==> src/hdl/utf8d_pkg.sv <==
// ============================================================================
// utf8d_pkg
// Shared types, constants and helper functions for the UTF-8 stream decoder.
// ============================================================================
package utf8d_pkg;

  localparam int unsigned CpW = 21;

  // Open sequence length codes.
  localparam logic [2:0] LEN_NONE = 3'd0;
  localparam logic [2:0] LEN_2    = 3'd2;
  localparam logic [2:0] LEN_3    = 3'd3;
  localparam logic [2:0] LEN_4    = 3'd4;

  localparam logic [CpW-1:0] REPL_CP       = 21'h00FFFD;
  localparam logic [CpW-1:0] MIN_2BYTE_CP  = 21'h000080;
  localparam logic [CpW-1:0] MIN_3BYTE_CP  = 21'h000800;
  localparam logic [CpW-1:0] SURR_LO_CP    = 21'h00D800;
  localparam logic [CpW-1:0] SURR_HI_CP    = 21'h00DFFF;
  localparam logic [CpW-1:0] MIN_4BYTE_CP  = 21'h010000;
  localparam logic [CpW-1:0] MAX_CP        = 21'h10FFFF;

  // All results caused by one input byte: a number of replacement characters
  // followed by an optional final result.
  typedef struct packed {
    logic [1:0]     repl_cnt;
    logic           tail_vld;
    logic [CpW-1:0] tail_cp;
    logic           tail_eot;
  } run_t;

  // One result as presented on the output channel.
  typedef struct packed {
    logic [CpW-1:0] cp;
    logic           eot;
    logic           last;
  } result_t;

  function automatic logic run_busy(input run_t r);
    return (r.repl_cnt != 2'd0) || r.tail_vld;
  endfunction

  function automatic result_t run_head(input run_t r);
    result_t res;
    if (r.repl_cnt != 2'd0) begin
      res.cp   = REPL_CP;
      res.eot  = 1'b0;
      res.last = (r.repl_cnt == 2'd1) && !r.tail_vld;
    end else begin
      res.cp   = r.tail_cp;
      res.eot  = r.tail_eot;
      res.last = 1'b1;
    end
    return res;
  endfunction

  function automatic run_t run_rest(input run_t r);
    run_t rest;
    rest = r;
    if (r.repl_cnt != 2'd0) begin
      rest.repl_cnt = r.repl_cnt - 2'd1;
    end else begin
      rest.tail_vld = 1'b0;
    end
    return rest;
  endfunction

endpackage

==> src/hdl/utf8d_decode.sv <==
// ============================================================================
// utf8d_decode
// Sequence state and byte decoder: turns one byte into a run of results.
// ============================================================================
module utf8d_decode (
  input  logic               clk,
  input  logic               rst_n,
  input  logic               byte_acc,
  input  logic [7:0]         text_byte,
  output utf8d_pkg::run_t    run
);

  logic [2:0]                  exp_len_r, exp_len_nxt;
  logic [1:0]                  seen_r, seen_nxt;
  logic [utf8d_pkg::CpW-1:0]   partial_r, partial_nxt;

  logic                        is_cont;
  logic                        seq_open;
  logic [2:0]                  seen_inc;
  logic [utf8d_pkg::CpW-1:0]   shifted;
  logic [utf8d_pkg::CpW-1:0]   checked;
  logic                        bad_cp;

  assign is_cont  = (text_byte[7:6] == 2'b10);
  assign seq_open = (exp_len_r != utf8d_pkg::LEN_NONE);
  assign seen_inc = {1'b0, seen_r} + 3'd1;
  assign shifted  = {partial_r[utf8d_pkg::CpW-7:0], text_byte[5:0]};

  always_comb begin
    case (exp_len_r)
      utf8d_pkg::LEN_2: bad_cp = shifted < utf8d_pkg::MIN_2BYTE_CP;
      utf8d_pkg::LEN_3: bad_cp = (shifted < utf8d_pkg::MIN_3BYTE_CP) ||
                                 ((shifted >= utf8d_pkg::SURR_LO_CP) &&
                                  (shifted <= utf8d_pkg::SURR_HI_CP));
      default:          bad_cp = (shifted < utf8d_pkg::MIN_4BYTE_CP) ||
                                 (shifted > utf8d_pkg::MAX_CP);
    endcase
    checked = bad_cp ? utf8d_pkg::REPL_CP : shifted;
  end

  always_comb begin
    run          = '0;
    exp_len_nxt  = exp_len_r;
    seen_nxt     = seen_r;
    partial_nxt  = partial_r;
    if (seq_open && is_cont) begin
      if ((seen_inc + 3'd1) >= exp_len_r) begin
        run.tail_vld = 1'b1;
        run.tail_cp  = checked;
        exp_len_nxt  = utf8d_pkg::LEN_NONE;
        seen_nxt     = 2'd0;
        partial_nxt  = '0;
      end else begin
        seen_nxt    = seen_inc[1:0];
        partial_nxt = shifted;
      end
    end else begin
      // A broken sequence flushes the lead and its buffered continuations.
      if (seq_open) begin
        run.repl_cnt = (seen_r > 2'd2) ? 2'd3 : seen_r + 2'd1;
      end
      exp_len_nxt = utf8d_pkg::LEN_NONE;
      seen_nxt    = 2'd0;
      partial_nxt = '0;
      if (text_byte == 8'h00) begin
        run.tail_vld = 1'b1;
        run.tail_eot = 1'b1;
      end else if (!text_byte[7]) begin
        run.tail_vld = 1'b1;
        run.tail_cp  = {13'd0, text_byte};
      end else if (is_cont) begin
        run.tail_vld = 1'b1;
        run.tail_cp  = utf8d_pkg::REPL_CP;
      end else if (text_byte[7:5] == 3'b110) begin
        exp_len_nxt = utf8d_pkg::LEN_2;
        partial_nxt = {16'd0, text_byte[4:0]};
      end else if (text_byte[7:4] == 4'b1110) begin
        exp_len_nxt = utf8d_pkg::LEN_3;
        partial_nxt = {17'd0, text_byte[3:0]};
      end else if (text_byte[7:3] == 5'b11110) begin
        exp_len_nxt = utf8d_pkg::LEN_4;
        partial_nxt = {18'd0, text_byte[2:0]};
      end else begin
        run.tail_vld = 1'b1;
        run.tail_cp  = utf8d_pkg::REPL_CP;
      end
    end
  end

  always_ff @(posedge clk) begin
    if (!rst_n) begin
      exp_len_r <= utf8d_pkg::LEN_NONE;
      seen_r    <= 2'd0;
      partial_r <= '0;
    end else if (byte_acc) begin
      exp_len_r <= exp_len_nxt;
      seen_r    <= seen_nxt;
      partial_r <= partial_nxt;
    end
  end

endmodule

==> src/hdl/utf8d_out_buf.sv <==
// ============================================================================
// utf8d_out_buf
// Run buffer and output register: hands out one result per request.
// ============================================================================
module utf8d_out_buf (
  input  logic                       clk,
  input  logic                       rst_n,
  input  logic                       load,
  input  utf8d_pkg::run_t            run_in,
  output logic                       buf_free,
  output logic                       res_vld,
  input  logic                       res_rdy,
  output utf8d_pkg::result_t         res
);

  utf8d_pkg::run_t    pend_r;
  utf8d_pkg::result_t res_r;
  logic               res_vld_r;
  logic               take;
  logic               pend_busy;

  assign pend_busy = utf8d_pkg::run_busy(pend_r);
  assign take      = !res_vld_r || res_rdy;
  assign buf_free  = !pend_busy;
  assign res_vld   = res_vld_r;
  assign res       = res_r;

  always_ff @(posedge clk) begin
    if (!rst_n) begin
      res_vld_r       <= 1'b0;
      pend_r.repl_cnt <= 2'd0;
      pend_r.tail_vld <= 1'b0;
    end else if (take) begin
      if (pend_busy) begin
        res_vld_r <= 1'b1;
        res_r     <= utf8d_pkg::run_head(pend_r);
        pend_r    <= utf8d_pkg::run_rest(pend_r);
      end else if (load && utf8d_pkg::run_busy(run_in)) begin
        // The first result skips the buffer so single results stream.
        res_vld_r <= 1'b1;
        res_r     <= utf8d_pkg::run_head(run_in);
        pend_r    <= utf8d_pkg::run_rest(run_in);
      end else begin
        res_vld_r <= 1'b0;
      end
    end else if (load) begin
      pend_r <= run_in;
    end
  end

endmodule

==> src/hdl/utf8_stream_decoder.sv <==
// ============================================================================
// utf8_stream_decoder
// Streaming UTF-8 decoder: one byte in, zero to four code points out.
// ============================================================================
//
//  Channel | Ports                                        | Direction
//  --------+----------------------------------------------+----------
//  in      | in_valid, in_ready, in_text_byte[7:0]        | input
//  out     | out_valid, out_ready, out_code_point[20:0],  | output
//          | out_end_of_text, out_last_of_run             |
//
// A byte is decoded in the cycle it is accepted. When the output register is
// free or drained in that cycle, its first result lands there directly and a
// byte with at most one result streams at one byte per cycle.
// A byte with several results (a broken sequence) holds the input while the
// results beyond the first wait in the run buffer. Lead bytes and buffered
// continuation bytes produce no result. The input stalls only while the run
// buffer still holds results.
// Reset (synchronous, active low) closes any open sequence and empties the
// output side; it takes effect at the next rising edge.
//
module utf8_stream_decoder (
  input  logic        clk,
  input  logic        rst_n,
  input  logic        in_valid,
  output logic        in_ready,
  input  logic [7:0]  in_text_byte,
  output logic        out_valid,
  input  logic        out_ready,
  output logic [20:0] out_code_point,
  output logic        out_end_of_text,
  output logic        out_last_of_run
);

  utf8d_pkg::run_t    dec_run;
  utf8d_pkg::result_t res;
  logic               buf_free;
  logic               in_acc;

  // A request is taken whenever the run buffer holds nothing; results already
  // in the output register do not block it.
  assign in_ready = buf_free;
  assign in_acc   = in_valid && buf_free;

  utf8d_decode u_decode (
    .clk       (clk),
    .rst_n     (rst_n),
    .byte_acc  (in_acc),
    .text_byte (in_text_byte),
    .run       (dec_run)
  );

  utf8d_out_buf u_out_buf (
    .clk      (clk),
    .rst_n    (rst_n),
    .load     (in_acc),
    .run_in   (dec_run),
    .buf_free (buf_free),
    .res_vld  (out_valid),
    .res_rdy  (out_ready),
    .res      (res)
  );

  assign out_code_point  = res.cp;
  assign out_end_of_text = res.eot;
  assign out_last_of_run = res.last;

`ifndef SYNTHESIS
  // Pending results always sit behind a valid output register.
  a_pend_behind_out: assert property (@(posedge clk) disable iff (!rst_n)
    !in_ready |-> out_valid)
    else $error("run buffer holds results while output register is empty");

  // The end result is always the final result of its byte, with code 0.
  a_eot_form: assert property (@(posedge clk) disable iff (!rst_n)
    (out_valid && out_end_of_text) |-> (out_last_of_run && out_code_point == 21'd0))
    else $error("malformed end of text result");

  // Only replacement characters precede the last result of a run.
  a_prefix_repl: assert property (@(posedge clk) disable iff (!rst_n)
    (out_valid && !out_last_of_run) |-> (out_code_point == utf8d_pkg::REPL_CP))
    else $error("non-final result is not a replacement character");

  // An accepted result that is not the last of its run is followed by another result.
  a_run_continues: assert property (@(posedge clk) disable iff (!rst_n)
    (out_valid && out_ready && !out_last_of_run) |=> out_valid)
    else $error("run ended without its last result");
`endif

endmodule

==> config.mk <==
export PLATFORM = sky130hd
export DESIGN_NAME = utf8_stream_decoder
export DESIGN_NICKNAME = d
export VERILOG_FILES = /design/src/hdl/utf8d_pkg.sv /design/src/hdl/utf8d_decode.sv /design/src/hdl/utf8d_out_buf.sv /design/src/hdl/utf8_stream_decoder.sv
export SDC_FILE = /design/constraint.sdc
export NUM_CORES = 1
export LEC_CHECK = 0
export BUFFER_PORTS_ARGS = -buffer_cell sky130_fd_sc_hd__buf_2
export CAP_MARGIN = 30
export CORE_MARGIN = 4
export CORE_UTILIZATION = 35
export CTS_CLUSTER_SIZE = 14
export DETAILED_ROUTE_END_ITERATION = 8
export PLACE_DENSITY = 0.5
export SLEW_MARGIN = 20
export SYNTH_ARGS = -nofsm -noshare
export SYNTH_HDL_FRONTEND = slang
export SYNTH_SLANG_ARGS = --single-unit
==> constraint.sdc <==
create_clock -name clk -period 5.8 [get_ports clk]
set_input_delay 0.29 -clock clk [delete_from_list [all_inputs] [get_ports clk]]
set_output_delay 0.29 -clock clk [all_outputs]
set_load 0.01 [all_outputs]
# Word-level counts from Yosys, hierarchy flattened
# Cells that the tools add are included.
# W data, S select, Z words.
# word_totals
regBits	69
output_inout_bits	25
# op_classes
n_addsub	5
magnitude_cmp	8
eq_ne	14
muxes	48
n_reduce_logical	26
# op_table
cell	n
$mux W22	7
$mux W25	4
$mux W23	4
$mux W15	6
$mux W21	2
$mux W3	9
$ge A21 B16 Y1 const B	1
$gt A21 B21 Y1 const B	1
$le A21 B16 Y1 const B	1
$lt A21 B12 Y1 const B	1
$lt A21 B17 Y1 const B	1
$lt A21 B8 Y1 const B	1
$mux W2	7
$ne A3 B3 Y1 const B	3
$reduce_and A3 Y1	3
$logic_not A8 Y1	1
$reduce_bool A2 Y1	4
$mux W1	7
$eq A3 B2 Y1 const B	2
$logic_and A1 B1 Y1	6
$ne A2 B2 Y1 const B	3
$eq A5 B5 Y1 const B	1
$logic_or A1 B1 Y1	5
$eq A2 B1 Y1 const B	2
15 further kinds	19

# Depth between registers and ports, before layout
# depth
word_depth	13
mapped_depth	9

# Modules after synthesis
# Synthesis repeated with hierarchy kept, for this count alone.
# unflattened
cells_unflattened	302
area_unflattened_um2	3433.3
# modules_own_cells
module	instances	cells_each	area_per_inst_um2	seq_area_each_um2
utf8d_out_buf	1	145	2123.3	1431.4
utf8d_decode	1	156	1303.8	400.4
utf8_stream_decoder	1	1	6.3	0.0

# Least setup slack after synthesis
# OpenSTA, ideal clock, no wires.
# synth_path
path_type	reg2reg
startpoint	register u_decode.exp_len_r[2]
endpoint	register u_out_buf.pend_r[0] (netlist name) (enable)
setup_ns	0.442
t_arrival_ns	3.293
required_ns	5.358
setup_slack_ns	2.065
stages_incl_launch_ff	7
path_buffers	0
cell_sequence	dfxtp_1 > inv_1 > ha_1 > nand2_1 > o21ai_0 > a21oi_1 > a311oi_1
# synth_via
elab_chain_len	8
# synth_rtl
item	line_no	text
from (decl)	utf8d_decode.sv:13	logic [2:0] exp_len_r, exp_len_nxt;
from (signal assigned)	utf8d_decode.sv:92	exp_len_r <= utf8d_pkg::LEN_NONE;
from (signal assigned)	utf8d_decode.sv:96	exp_len_r <= exp_len_nxt;
parallel branches: the longest is 4 deep, another holds $ge A3 B3 Y1	n/a	
$logic_or A1 B1 Y1 *	utf8d_pkg.sv:40	return (r.repl_cnt != 2'd0) || r.tail_vld;
$logic_and A1 B1 Y1 *	utf8d_out_buf.sv:38	end else if (load && utf8d_pkg::run_busy(run_in)) begin
$ne A2 B2 Y1 (no source line) *	n/a	
$reduce_and A4 Y1 (no source line) *	n/a	
to (signal assigned)	utf8d_out_buf.sv:37	pend_r <= utf8d_pkg::run_rest(pend_r);
to (signal assigned)	utf8d_out_buf.sv:42	pend_r <= utf8d_pkg::run_rest(run_in);
to (signal assigned)	utf8d_out_buf.sv:47	pend_r <= run_in;
to (decl)	utf8d_out_buf.sv:16	utf8d_pkg::run_t pend_r;
# Mark *: on every way between the ends.
# A chain may end at the register's enable or synchronous reset.

# Worst setup path after layout
# layout_path
startpoint	register u_out_buf.pend_r[23] (netlist name)
endpoint	register u_decode.partial_r[5] (netlist name)
# layout_via
elab_chain_len	4
# layout_rtl
item	line_no	text
$reduce_bool A2 Y1	utf8d_pkg.sv:40	
$logic_or A1 B1 Y1	utf8d_pkg.sv:40	
$logic_not A1 Y1	utf8d_out_buf.sv:24	assign buf_free = !pend_busy;
$logic_and A1 B1 Y1	utf8_stream_decoder.sv:43	assign in_acc = in_valid && buf_free;
to (signal assigned)	utf8d_decode.sv:98	partial_r <= partial_nxt;
to (decl)	utf8d_decode.sv:15	logic [utf8d_pkg::CpW-1:0] partial_r, partial_nxt;
# Every way passes these cells.

==> flow_summary.ini <==
[pwr]
p_sw_share_pct = 36.95
power_density_nw_per_um2 = 515.2
p_leak_nw = 1.340
seq_power_share_pct = 38.4
pwr-share-comb_pct = 39.7
ir_worst_vdd_uv = 295.0
p_int_w = 0.001232
pwr-share-clk_pct = 21.9
switchingPower_w = 0.0007220

[sta]
setup-violations-final = 0
period_share_pct = 51.05
rsz0062_at_grt = no
fin_skew_ns = 0.009873
maxSlewHeadroom_pct = 39.01
setup_tns_ns = 0
period_needed_ns = 2.961
hold_ws_ns = 0.2416
hold_violations = 0
tightest_slew_ns = 0.9071
slew_viol_final = 0
fmax_ghz = 0.3378

[clock_network]
cts-root-buf = clkbuf_8
clock_latency_ns = 0.35
htreeDepth = 3
clk_pin_slew_ns = 0.07
max-clock-path-buffers = 2
postCtsSetupBuffers = 0
cts-resized-gates = 0
clock-sinks = 69
ctsHoldBuffers = 0
cts_tree = yes
numCtsBuffers = 9

[route]
dr.first_iter.drc_count = 153
drc = 0
vias_per_cell = 5.450
postRouteWirelength_mm = 7.825
detail_route.wl_per_cell_um = 16.94
first_pass_iters = 4
num_vias = 2518
antenna_left = 0

[placement]
finalWeightedCongestion = 0.8401
dp_hpwl_mm = 5.540
io_buffers = 36
dpl.cell_count = 446

[setup_path]
path_max_fanout = 20
crit_start = u_out_buf.pend_r[23]
cp.required_ns = 6.07
r2r_slack_ns = 2.84
critPathSlowestCell = and2_1
cp-start-kind = flip-flop
slowest_delay_ns = 0.52
crit_arrival_ns = 3.23
worstSetupPathType = reg -> reg
critPathCaptureType = flip-flop
reg2reg_from = u_out_buf.pend_r[23]
worstPathCellList = inv_1, ha_1, nand2b_1, clkinv_1, and2_1, o31ai_1, nand2_1, a21oi_1

[cells_and_area]
final_core_util_pct = 42.65
instances_no_fill = 462
multi_input_area_sq_um = 1368
syn_to_final_growth_pct = 16.53
num_antenna_cells = 0
regArea_sq_um = 1832
drive_gt1_share_pct = 18.93
nNetsFinal = 369
n_fill_cell = 875

[floorplan]
ios = 37
row_count = 34
start_util_pct = 36.60
fp.coreArea_sq_um = 8891
dieArea_sq_um = 10900
die_x_um = 104.4
die_y_um = 104.4

[synth]
synth.area.top_cells = edfxtp_1 42%, dfxtp_1 15%, a21oi_1 5.4%
yosys_warnings = 0
synth_top_area_cell = edfxtp_1
synthesis.nets = 330
synth_ff_type = edfxtp_1
syn_inst = 310
async_flop_share_pct = 0
seq_area_frac_synth_pct = 56.29
ys_ff_latch = 69
yosysUniqueCellTypes = 43
synth_edf_count = 45
synth_top_area_share_pct = 41.52
syn-cell-area_sq_um = 3254
syn_avg_cell_area_sq_um = 10.50

[global_routing]
grt.busiest_layer = met2
grt-ovfl-total = 0
grt_max_degree = 21
met1_usage_pct = 20.52
antenna_found_initial = 0
grt_pass1_wl_mm = 13.14
track_usage_pct = 15.22
grt_use_met2_pct = 24.03
grt_pass1_vias = 2499
met3_usage_pct = 2.545

[flow_run]
maxCapViolations = 0

[worst_hold_path]
holdCritPathClass = in -> reg
hold_start = in_text_byte[2]

[outcome]
outcome = finished, final reports clean
## final timing paths
path	endpoint	cells past startpoint
min reg2reg	u_out_buf.pend_r[24]	2
max reg2reg	u_decode.partial_r[5]	8
max	u_decode.partial_r[5]	8
min	u_decode.partial_r[2]	3
## power groups by stage
stage | sequential (W) | clock [W] | combinational, W
2_1_floorplan | 0.000791 | 0 | 0.000513
3_3_place_gp | 0.000761 | 0 | 0.000777
3_5_place_dp | 0.000762 | 0 | 0.000780
4_1_cts | 0.000751 | 0.000437 | 0.000784
5_1_grt | 0.000763 | 0.000457 | 0.000881
6_report | 0.000751 | 0.000427 | 0.000776
## per-stage QoR
| step | setup WS [ns] | cell area, sq um | total power [W] |
|---|---|---|---|
| final | 2.839 | 3792 | 0.001954 |
| after global routing | 2.518 | 3792 | 0.002102 |
| after CTS | 2.810 | 3792 | 0.001972 |
| after detailed placement | 2.835 | 3580 | 0.001543 |
| after global placement | 2.628 | 3563 | 0.001538 |
| after floorplan | 2.065 | 3254 | 0.001304 |
## sequential cells by signal, indices dropped and copies added, names as in the netlist
register,flops
u_decode.partial_r,15
u_out_buf.res_vld,1
u_decode.seen_r,2
u_decode.exp_len_r,3
u_out_buf.res,23
u_out_buf.pend_r,25
## cell usage in the layout, fill, tap and decap left out, types with 7 or more instances in the layout
| cell | Yosys | layout |
|---|---|---|
| a21oi_1 | 35 | 35 |
| a31oi_1 | 8 | 8 |
| and2_1 | 10 | 10 |
| buf_2 | 2 | 37 |
| clkbuf_8 | 0 | 9 |
| dfxtp_1 | 24 | 24 |
| edfxtp_1 | 45 | 45 |
| ha_1 | 8 | 8 |
| inv_1 | 10 | 10 |
| nand2_1 | 46 | 46 |
| nand2b_1 | 8 | 8 |
| nor2_1 | 21 | 21 |
| o21a_1 | 11 | 11 |
| o21ai_0 | 7 | 7 |
| o221a_2 | 9 | 9 |
## layer usage
| metal | part of all wire (%) | wire length (um) |
|---|---|---|
| met4 | 1.7 | 134 |
| met5 | 0 | 0 |
| met3 | 2.4 | 191 |
| met2 | 48 | 3767 |
| met1 | 48 | 3732 |
## cells by family (layout without fill, tap and decap cells)
group	count (synthesis)	count (layout)	share of synthesized area [%]
xor+xnor	1	1	0.2692
fa+ha+maj	8	8	3.076
mux	2	2	0.6152
simple gates	116	116	17.38
buf+inv	22	66	2.614
flops	69	69	56.29
compound gates	92	92	19.76
## synthesized netlist by cell type, drive strengths merged (5+ instances only)
cell and n:
a22o 5, o221a 9, o21ai 7, o21a 11, dfxtp 24, edfxtp 45
a31oi 8, nor2 21, nand2 46, inv 10, nand2b 8, clkbuf 9
and2 10, ha 8, nor4 6, a21oi 35
## layout make-up
| type | count | share of cell area [%] |
|---|---|---|
| clock inverters | 7 | 2.342 |
| clock buffers | 9 | 3.266 |
| multi-input cells | 219 | 36.06 |
| flip-flops and latches | 69 | 48.30 |
| well taps | 108 | 3.563 |
| repair buffers | 39 | 5.378 |
| inverters | 11 | 1.089 |
## critical path, delay by kind of cell (launching register included)
kind	cells	cell delay, ns
buffers and inverters	2	0.37
AOI/OAI and AO/OA	2	0.61
adders and majority gates	1	0.26
and+or+nand+nor	3	1.23
DFF	1	0.39
(Power assumes the default switching activity.)
